### src/rtl/ate_pkg.sv
// ----------------------------------------------------------------------------
// ate_pkg
// Shared types and constants of the address table engine: request and
// result records, request and status codes, sequencer states.
// ----------------------------------------------------------------------------
package ate_pkg;

  // default number of table slots
  localparam int unsigned TableDepth = 16;

  // widths of the stored halves of one slot
  localparam int unsigned KeyW   = 39;  // interface index and kind
  localparam int unsigned AddrW  = 38;  // ipv4 address and prefix length
  localparam int unsigned EntryW = KeyW + AddrW;

  // request codes
  typedef enum logic [1:0] {
    REQ_ADD     = 2'd0,
    REQ_DELETE  = 2'd1,
    REQ_DEL_ALL = 2'd2,
    REQ_FIND    = 2'd3
  } req_type_e;

  // result status codes
  typedef enum logic [2:0] {
    STS_DONE      = 3'd0,
    STS_PRESENT   = 3'd1,
    STS_FULL      = 3'd2,
    STS_NOT_FOUND = 3'd3,
    STS_FOUND     = 3'd4
  } status_e;

  // sequencer states
  typedef enum logic [1:0] {
    ST_IDLE,
    ST_SCAN,
    ST_FINISH
  } state_e;

  // one request
  typedef struct packed {
    req_type_e   req_type;
    logic [30:0] ifi;
    logic [7:0]  addr_kind;
    logic [31:0] ip_addr;
    logic [5:0]  prefix_len;
    logic [4:0]  start_index;
  } req_t;

  // one result
  typedef struct packed {
    status_e     status;
    logic [3:0]  slot_index;
    logic [31:0] found_ip;
    logic [5:0]  found_prefix;
    logic [4:0]  used_entries;
    logic [4:0]  removed_count;
  } rsp_t;

endpackage

### src/rtl/ate_store.sv
// ----------------------------------------------------------------------------
// ate_store
// Slot memory with one write and one registered read port, plus one
// occupancy flag per slot. A slot whose flag is clear reads as all zero.
// ----------------------------------------------------------------------------
module ate_store import ate_pkg::*; #(
  parameter int unsigned TABLE_DEPTH = TableDepth,
  localparam int unsigned IdxW = (TABLE_DEPTH > 1) ? $clog2(TABLE_DEPTH) : 1
) (
  input  logic              clk_i,
  input  logic              rst_ni,
  // read port, data registered
  input  logic              rd_en_i,
  input  logic [IdxW-1:0]   rd_idx_i,
  output logic [EntryW-1:0] rd_entry_o,
  output logic              rd_occ_o,
  // write port, sets the flag when the entry is not all zero
  input  logic              wr_en_i,
  input  logic [IdxW-1:0]   wr_idx_i,
  input  logic [EntryW-1:0] wr_entry_i,
  // slot clear
  input  logic              clr_en_i,
  input  logic [IdxW-1:0]   clr_idx_i
);

  logic [EntryW-1:0]      mem_q [TABLE_DEPTH];
  logic [EntryW-1:0]      rdata_q;
  logic                   rd_occ_q;
  logic [TABLE_DEPTH-1:0] occ_q;
  logic [TABLE_DEPTH-1:0] occ_d;

  // memory write
  always_ff @(posedge clk_i) begin
    if (wr_en_i) begin
      mem_q[wr_idx_i] <= wr_entry_i;
    end
  end

  // memory read, registered
  always_ff @(posedge clk_i) begin
    if (rd_en_i) begin
      rdata_q <= mem_q[rd_idx_i];
    end
  end

  // occupancy flags
  always_comb begin
    occ_d = occ_q;
    if (wr_en_i) begin
      occ_d[wr_idx_i] = (wr_entry_i != '0);
    end
    if (clr_en_i) begin
      occ_d[clr_idx_i] = 1'b0;
    end
  end

  always_ff @(posedge clk_i or negedge rst_ni) begin
    if (!rst_ni) begin
      occ_q    <= '0;
      rd_occ_q <= 1'b0;
    end else begin
      occ_q <= occ_d;
      if (rd_en_i) begin
        rd_occ_q <= occ_q[rd_idx_i];
      end
    end
  end

  // empty slots read as zero
  assign rd_occ_o   = rd_occ_q;
  assign rd_entry_o = rd_occ_q ? rdata_q : '0;

endmodule

### src/rtl/address_table_engine.sv
// ----------------------------------------------------------------------------
// address_table_engine
// Slot table of interface addresses with a high-water count: add, delete,
// delete-all-matching and find-next requests.
// ----------------------------------------------------------------------------
// Usage:
//   A request on req_i is taken at a rising edge with start high and busy
//   low. busy stays high until the cycle that carries the result. The result
//   sits on rsp_o for one cycle, marked by done_o; the receiver must take it
//   then. Every request gives exactly one result.
// Timing:
//   Each request reads the slots below the high-water count through the
//   single memory read port, one slot per cycle, pipelined against the
//   compare. Add, delete and delete-all scan all used slots; find-next stops
//   at its first hit. The next request can start in the cycle that carries
//   the result. The high-water count is trimmed during the same scan, with
//   no extra pass.
// Reset:
//   Occupancy flags and the count clear at once, so every slot reads empty;
//   a request may start in the first cycle after reset.
// ----------------------------------------------------------------------------
module address_table_engine import ate_pkg::*; #(
  parameter int unsigned TABLE_DEPTH = TableDepth
) (
  input  logic clk_i,
  input  logic rst_ni,
  input  logic start,
  output logic busy,
  input  req_t req_i,
  output logic done_o,
  output rsp_t rsp_o
);

  localparam int unsigned IdxW = (TABLE_DEPTH > 1) ? $clog2(TABLE_DEPTH) : 1;
  localparam int unsigned CntW = $clog2(TABLE_DEPTH + 1);
  localparam int unsigned CmpW = (CntW > 5) ? CntW : 5;

  state_e state_q, state_d;

  req_t             req_q, req_d;
  logic [CntW-1:0]  cnt_q, cnt_d;
  logic [CntW-1:0]  rd_idx_q, rd_idx_d;
  logic             cmp_vld_q, cmp_vld_d;
  logic [IdxW-1:0]  cmp_idx_q, cmp_idx_d;
  logic             hit_vld_q, hit_vld_d;
  logic [IdxW-1:0]  hit_idx_q, hit_idx_d;
  logic             fe_vld_q, fe_vld_d;
  logic [IdxW-1:0]  fe_idx_q, fe_idx_d;
  logic [CntW-1:0]  keep_hi_q, keep_hi_d;
  logic [CntW-1:0]  pend_q, pend_d;
  logic [CntW-1:0]  comm_q, comm_d;
  logic [AddrW-1:0] fnd_addr_q, fnd_addr_d;
  rsp_t             rsp_q, rsp_d;
  logic             done_q, done_d;

  logic              accept;
  logic              rd_en;
  logic [EntryW-1:0] rd_entry;
  logic              rd_occ;
  logic              wr_en;
  logic [IdxW-1:0]   wr_idx;
  logic              clr_en;
  logic [KeyW-1:0]   req_key;
  logic [AddrW-1:0]  req_addr;
  logic              key_match;
  logic              exact;
  logic              find_hit;
  logic              scan_end;
  logic [CntW-1:0]  removed;

  assign accept   = start && (state_q == ST_IDLE);
  assign req_key  = {req_q.ifi, req_q.addr_kind};
  assign req_addr = {req_q.ip_addr, req_q.prefix_len};

  // compare of the slot read in the previous cycle
  assign key_match = (rd_entry[EntryW-1:AddrW] == req_key);
  assign exact     = key_match && (rd_entry[AddrW-1:0] == req_addr);
  assign find_hit  = (state_q == ST_SCAN) && cmp_vld_q && key_match &&
                     (req_q.req_type == REQ_FIND);

  // read issue: one slot a cycle below the count
  assign rd_en    = (state_q == ST_SCAN) && (rd_idx_q < cnt_q);
  assign scan_end = !rd_en && !cmp_vld_q;

  // delete-all tally: matches up to the last kept or cleared entry, or the
  // single leading match on an empty slot past it
  assign removed = (comm_q != '0) ? comm_q :
                   ((pend_q != '0) ? CntW'(1) : '0);

  ate_store #(
    .TABLE_DEPTH (TABLE_DEPTH)
  ) u_store (
    .clk_i      (clk_i),
    .rst_ni     (rst_ni),
    .rd_en_i    (rd_en),
    .rd_idx_i   (IdxW'(rd_idx_q)),
    .rd_entry_o (rd_entry),
    .rd_occ_o   (rd_occ),
    .wr_en_i    (wr_en),
    .wr_idx_i   (wr_idx),
    .wr_entry_i ({req_key, req_addr}),
    .clr_en_i   (clr_en),
    .clr_idx_i  (cmp_idx_q)
  );

  // next state
  always_comb begin
    state_d = state_q;
    case (state_q)
      ST_IDLE: begin
        if (start) begin
          state_d = ST_SCAN;
        end
      end
      ST_SCAN: begin
        if (find_hit || scan_end) begin
          state_d = ST_FINISH;
        end
      end
      ST_FINISH: state_d = ST_IDLE;
      default:   state_d = ST_IDLE;
    endcase
  end

  // handshake outputs
  always_comb begin
    busy   = (state_q != ST_IDLE);
    done_o = done_q;
    rsp_o  = rsp_q;
  end

  // datapath: scan bookkeeping, table updates and result
  always_comb begin
    req_d      = req_q;
    cnt_d      = cnt_q;
    rd_idx_d   = rd_idx_q;
    cmp_vld_d  = 1'b0;
    cmp_idx_d  = cmp_idx_q;
    hit_vld_d  = hit_vld_q;
    hit_idx_d  = hit_idx_q;
    fe_vld_d   = fe_vld_q;
    fe_idx_d   = fe_idx_q;
    keep_hi_d  = keep_hi_q;
    pend_d     = pend_q;
    comm_d     = comm_q;
    fnd_addr_d = fnd_addr_q;
    rsp_d      = rsp_q;
    done_d     = 1'b0;
    wr_en      = 1'b0;
    wr_idx     = fe_idx_q;
    clr_en     = 1'b0;

    // request transfer: set up the scan
    if (accept) begin
      req_d     = req_i;
      hit_vld_d = 1'b0;
      fe_vld_d  = 1'b0;
      keep_hi_d = '0;
      pend_d    = '0;
      comm_d    = '0;
      if (req_i.req_type == REQ_FIND) begin
        if (CmpW'(req_i.start_index) >= CmpW'(cnt_q)) begin
          rd_idx_d = cnt_q;
        end else begin
          rd_idx_d = CntW'(req_i.start_index);
        end
      end else begin
        rd_idx_d = '0;
      end
    end

    // scan: advance read pointer
    if (rd_en) begin
      rd_idx_d  = rd_idx_q + CntW'(1);
      cmp_vld_d = 1'b1;
      cmp_idx_d = IdxW'(rd_idx_q);
    end

    // scan: evaluate the slot just read
    if ((state_q == ST_SCAN) && cmp_vld_q) begin
      case (req_q.req_type)
        REQ_ADD: begin
          if (exact && !hit_vld_q) begin
            hit_vld_d = 1'b1;
            hit_idx_d = cmp_idx_q;
          end
          if (!rd_occ && !fe_vld_q) begin
            fe_vld_d = 1'b1;
            fe_idx_d = cmp_idx_q;
          end
        end
        REQ_DELETE: begin
          if (exact && !hit_vld_q) begin
            hit_vld_d = 1'b1;
            hit_idx_d = cmp_idx_q;
            clr_en    = 1'b1;
          end else if (rd_occ) begin
            keep_hi_d = CntW'(cmp_idx_q) + CntW'(1);
          end
        end
        REQ_DEL_ALL: begin
          if (rd_occ) begin
            comm_d = comm_q + pend_q + CntW'(key_match);
            pend_d = '0;
            if (!key_match) begin
              keep_hi_d = CntW'(cmp_idx_q) + CntW'(1);
            end
          end else begin
            pend_d = pend_q + CntW'(key_match);
          end
          clr_en = key_match;
        end
        REQ_FIND: begin
          if (key_match) begin
            hit_vld_d  = 1'b1;
            hit_idx_d  = cmp_idx_q;
            fnd_addr_d = rd_entry[AddrW-1:0];
          end
        end
        default: ;
      endcase
    end

    // finish: write back, trim and build the result
    if (state_q == ST_FINISH) begin
      done_d = 1'b1;
      rsp_d  = '0;
      rsp_d.status = STS_NOT_FOUND;
      case (req_q.req_type)
        REQ_ADD: begin
          if (hit_vld_q) begin
            rsp_d.status     = STS_PRESENT;
            rsp_d.slot_index = 4'(hit_idx_q);
          end else if (fe_vld_q) begin
            wr_en            = 1'b1;
            wr_idx           = fe_idx_q;
            rsp_d.status     = STS_DONE;
            rsp_d.slot_index = 4'(fe_idx_q);
          end else if (cnt_q < CntW'(TABLE_DEPTH)) begin
            wr_en            = 1'b1;
            wr_idx           = IdxW'(cnt_q);
            cnt_d            = cnt_q + CntW'(1);
            rsp_d.status     = STS_DONE;
            rsp_d.slot_index = 4'(cnt_q);
          end else begin
            rsp_d.status = STS_FULL;
          end
        end
        REQ_DELETE: begin
          if (hit_vld_q) begin
            cnt_d               = keep_hi_q;
            rsp_d.status        = STS_DONE;
            rsp_d.slot_index    = 4'(hit_idx_q);
            rsp_d.removed_count = 5'd1;
          end
        end
        REQ_DEL_ALL: begin
          if (removed != '0) begin
            cnt_d        = keep_hi_q;
            rsp_d.status = STS_DONE;
          end
          rsp_d.removed_count = 5'(removed);
        end
        REQ_FIND: begin
          if (hit_vld_q) begin
            rsp_d.status       = STS_FOUND;
            rsp_d.slot_index   = 4'(hit_idx_q);
            rsp_d.found_ip     = fnd_addr_q[AddrW-1:6];
            rsp_d.found_prefix = fnd_addr_q[5:0];
          end
        end
        default: ;
      endcase
      rsp_d.used_entries = 5'(cnt_d);
    end
  end

  // control registers
  always_ff @(posedge clk_i or negedge rst_ni) begin
    if (!rst_ni) begin
      state_q   <= ST_IDLE;
      cnt_q     <= '0;
      cmp_vld_q <= 1'b0;
      done_q    <= 1'b0;
    end else begin
      state_q   <= state_d;
      cnt_q     <= cnt_d;
      cmp_vld_q <= cmp_vld_d;
      done_q    <= done_d;
    end
  end

  // scan and payload registers
  always_ff @(posedge clk_i) begin
    req_q      <= req_d;
    rd_idx_q   <= rd_idx_d;
    cmp_idx_q  <= cmp_idx_d;
    hit_vld_q  <= hit_vld_d;
    hit_idx_q  <= hit_idx_d;
    fe_vld_q   <= fe_vld_d;
    fe_idx_q   <= fe_idx_d;
    keep_hi_q  <= keep_hi_d;
    pend_q     <= pend_d;
    comm_q     <= comm_d;
    fnd_addr_q <= fnd_addr_d;
    rsp_q      <= rsp_d;
  end

endmodule
### config.mk
export PLATFORM = sky130hd
export DESIGN_NAME = address_table_engine
export DESIGN_NICKNAME = d
export VERILOG_FILES = /design/src/rtl/ate_pkg.sv /design/src/rtl/ate_store.sv /design/src/rtl/address_table_engine.sv
export SDC_FILE = /design/constraint.sdc
export NUM_CORES = 2
export LEC_CHECK = 0
export ABC_AREA = 1
export BUFFER_PORTS_ARGS = -buffer_cell sky130_fd_sc_hd__buf_2
export CAP_MARGIN = 20
export CORE_MARGIN = 2
export CORE_UTILIZATION = 45
export CTS_CLUSTER_SIZE = 16
export DETAILED_ROUTE_END_ITERATION = 16
export SYNTH_ARGS = -nofsm -noshare
export SYNTH_HDL_FRONTEND = slang
export SYNTH_HIERARCHICAL = 1
export SYNTH_SLANG_ARGS = --single-unit
### constraint.sdc
create_clock -name clk_i -period 6.05 [get_ports clk_i]
set_input_delay 1.21 -clock clk_i [delete_from_list [all_inputs] [get_ports clk_i]]
set_output_delay 1.21 -clock clk_i [all_outputs]
set_load 0.005 [all_outputs]
==> results.json <==
{
  "switching_power_mw": 10.9,
  "yosysWarnings": 6,
  "critical_path_buf_inv_count": 4,
  "initial_core_util": 0.453,
  "fill_cells": 11600,
  "finalHoldViolations": 0,
  "ctsResizeCount": 0,
  "ioPinCount": 144,
  "synth-edff-count": 1498,
  "wl_per_cell_microns": 23.5,
  "cts.path.max_buffers": 3,
  "cts_hold_buf": 0,
  "p_int_mw": 20.9,
  "worst_hold_slack_ps": 473,
  "finalMaxSlewViolations": 0,
  "drt_first_pass_iters": 6,
  "ff2ff_path_depth": 11,
  "grt_pass1_vias": 37900,
  "dp_hpwl_microns": 85800,
  "wl_microns": 164000,
  "cts_sinks": 1541,
  "cp_cell_sequence": "inv_1 -> ha_1 -> inv_1 -> nor2_1 -> nand2_1 -> o21ai_0 -> inv_1 -> nor2_1 -> nand2_1 -> nor2_4 -> buf_12",
  "skew_ps": 33.0,
  "relSlewSlack": 0.289,
  "status": "finished clean",
  "synth_nets": 5070,
  "crit_family": "simple AND/OR/NAND/NOR gates",
  "cts_buffers": 162,
  "coreArea_sq_mm": 0.137,
  "n_antenna_cell": 0,
  "ant_nets": 0,
  "setup.worst_path.end_class": "flop",
  "remaining_drc_errors": 0,
  "grt_pass1_wl_microns": 244000,
  "gp_congestion": 0.861,
  "crit_slowest_cell": "nor2_4",
  "setup_viol": 0,
  "worst_setup_path_start_kind": "flop",
  "groute.usage.overall": 0.231,
  "vias": 39800,
  "cpMostUsedCell": "inv_1",
  "ys_ff_latch": 1541,
  "fp.dieW_microns": 376,
  "powerDensity_mw_per_mm2": 452,
  "cts_tree": "built",
  "fin_area_sq_mm": 0.0702,
  "hold_path.class": "input port to asynchronous set/reset pin",
  "synthDistinctLibCells": 50,
  "ys.flop_type": "edfxtp_1",
  "timing.setup.tns_ps": 0,
  "htree_levels": 4,
  "worst_slew_pin_slew_ps": 1060,
  "combPwrFrac": 0.267,
  "critical-path-max-stage-delay_ps": 880,
  "synthArstFlopShare": 0.0169,
  "path_depth": 11,
  "maxCapViolCount": 0,
  "synthCells": 4957,
  "synth.avg_cell_area_sq_um": 12.5,
  "netlist_area_sq_mm": 0.0621,
  "grt_overflow": 0,
  "antenna_found_initial": 1,
  "nets": 5196,
  "die_h_microns": 376,
  "setup_slack_ps": 1910,
  "port_buffers": 143,
  "drtIter0Drc": 4283,
  "drive_above_1_share": 0.0981,
  "p_seq_frac": 0.426,
  "syn2layout_area_growth_pct": 12.9,
  "crit_fanout": 34,
  "multi_input_area_sq_mm": 0.0139,
  "rows": 136,
  "regArea_sq_mm": 0.0460,
  "dp_slack_ps": 2040,
  "viasPerCell": 5.69,
  "post-route-period-util": 0.684,
  "worstPathRequired_ps": 6490,
  "cts_root_buf": "clkbuf_16",
  "seq_area_frac_synth": 0.740,
  "leakage_nw": 24.2,
  "final.min_clock_period_ps": 4140,
  "ir_worst_vdd_uv": 358,
  "dieArea_sq_mm": 0.141,
  "dpl_cell_area_sq_mm": 0.0650,
  "rsz0062_at_grt": "no",
  "pwr-share-clk": 0.307,
  "clkTransAtPathRegs_ps": 60,
  "fmax_ghz": 0.242,
  "critical_path_class": "flop to flop",
  "grt_max_degree": 155,
  "critPathArrivalTime_ps": 4580,
  "clk_latency_ps": 790,
  "postCtsSetupRepairBufs": 0,
  "swShare": 0.342
}
through the flow:
stage                     cells  utilization  power (mW)
final                      7005        0.511        31.7
after global routing       7005        0.511        33.3
after CTS                  7003        0.511        31.9
after detailed placement   6711        0.473        22.2
after global placement     6711        0.473        22.1
after floorplan            4957            -        19.3
cell type report:
| cell class | count | area share |
|---|---|---|
| clock inverters | 86 | 0.0129 |
| well taps | 1794 | 0.0320 |
| inverters | 302 | 0.0165 |
| repair buffers | 241 | 0.0249 |
| multi-input cells | 2835 | 0.198 |
| flip-flops and latches | 1541 | 0.655 |
| clock buffers | 206 | 0.0607 |
power groups by stage:
stage                     registers (mW)  clock network (mW)  logic [mW]
after floorplan                     13.5                   0        5.72
after global placement              13.7                   0        8.34
after detailed placement            13.7                   0        8.43
after CTS                           13.5                9.92        8.47
after global routing                13.6                10.3        9.39
final                               13.5                9.73        8.47
registers in the layout, summed over array words and instances, names as in the netlist:
name,cells
cmp_idx_q,4
cmp_vld_q,1
cnt_q,5
comm_q,5
done_o,1
fe_idx_q,4
fe_vld_q,1
fnd_addr_q,38
hit_idx_q,4
hit_vld_q,1
keep_hi_q,5
pend_q,5
rd_idx_q,5
req_addr,38
req_key,39
req_q,2
rsp_o,55
state_q,2
u_store/mem_q,1232
u_store/occ_q,16
u_store/rd_occ_o,1
u_store/rdata_q,77
cells in the mapped netlist (2+ instances only):
master     count  area [sq um]
o21ai_0      659          3300
buf_4          6          45.0
a22oi_1        2          15.0
nor3_1         4          20.0
clkinv_1       4          15.0
o2111ai_1      2          17.5
inv_2          8          30.0
xor2_1        26           228
o2bb2ai_1      2          17.5
inv_1        289          1080
o32ai_1        3          26.3
nand2_2        2          12.5
dfxtp_1       17           340
dfrtp_1       26           651
o22ai_1       18           113
buf_1         11          41.3
nor2_4         2          22.5
a31oi_1        3          18.8
buf_6         22           248
buf_2         45           225
o31ai_1        3          22.5
fa_1           2          40.0
nand4_1        3          18.8
a21oi_1       17          85.1
nand3_2        2          20.0
nor2_2         8          50.1
xnor2_1       15           131
o221ai_1     105           920
nor2_1      1050          3940
ha_1          24           300
nand2_1      443          1660
o211ai_1     204          1530
edfxtp_1    1498         45000
o21ai_1        5          25.0
a32oi_1        2          17.5
clkbuf_1     195           732
nand3_1      217          1090
cell families after synthesis:
group	after synthesis	synth area share
AOI/OAI and AO/OA	1031	0.0991
xor gates and xnor gates	41	0.00578
adders and majority gates	26	0.00548
buffers and inverters	581	0.0390
DFF	1541	0.740
and+or+nand+nor	1737	0.111
metal layers:
layer	GRT usage	up-vias	wire (microns)
met4	0.0692	0	4500
met3	0.0409	292	12100
met5	0	-	0
li1	-	18000	-
met1	0.327	20000	71600
met2	0.367	1582	76200
path summary, 6_finish.rpt:
check	endpoint	start	slack [ps]
setup / recovery	u_store/mem_q[9][67]	req_q[83]	1910
hold / removal	cnt_q[4]	rst_ni	470
setup reg to reg	u_store/mem_q[9][67]	req_q[83]	1910
hold reg to reg	fnd_addr_q[19]	u_store/rdata_q[19]	530
max in group asynchronous	u_store/rd_occ_o	rst_ni	5060
min in group clk_i	fnd_addr_q[19]	u_store/rdata_q[19]	530
worst reg2reg max path: stages, from the launching register on:
cell	delay, ps
edfxtp_1	460
inv_1	120
ha_1	240
inv_1	190
nor2_1	260
nand2_1	220
o21ai_0	480
inv_1	160
nor2_1	180
nand2_1	210
nor2_4	880
buf_12	390
placed cells by master (no fill, tap or decap), types with 4 or more instances in the layout:
| cell type | n |
|---|---|
| buf_4 | 74 |
| clkinv_2 | 21 |
| o21ai_0 | 659 |
| inv_1 | 287 |
| inv_6 | 8 |
| dfrtp_1 | 25 |
| dfxtp_1 | 17 |
| bufinv_16 | 15 |
| xor2_1 | 26 |
| o21ai_1 | 5 |
| edfxtp_1 | 1498 |
| a21oi_1 | 17 |
| inv_2 | 6 |
| xnor2_1 | 15 |
| nor2_4 | 19 |
| clkinvlp_4 | 6 |
| o221ai_1 | 105 |
| nand3_1 | 217 |
| buf_12 | 22 |
| nor3_1 | 4 |
| clkbuf_1 | 41 |
| nor2_2 | 8 |
| clkbuf_16 | 163 |
| ha_1 | 24 |
| buf_2 | 144 |
| nand2_1 | 443 |
| o22ai_1 | 18 |
| clkinv_1 | 33 |
| o211ai_1 | 204 |
| nor2_1 | 1033 |
No activity file was read; power rests on OpenSTA's default activity.
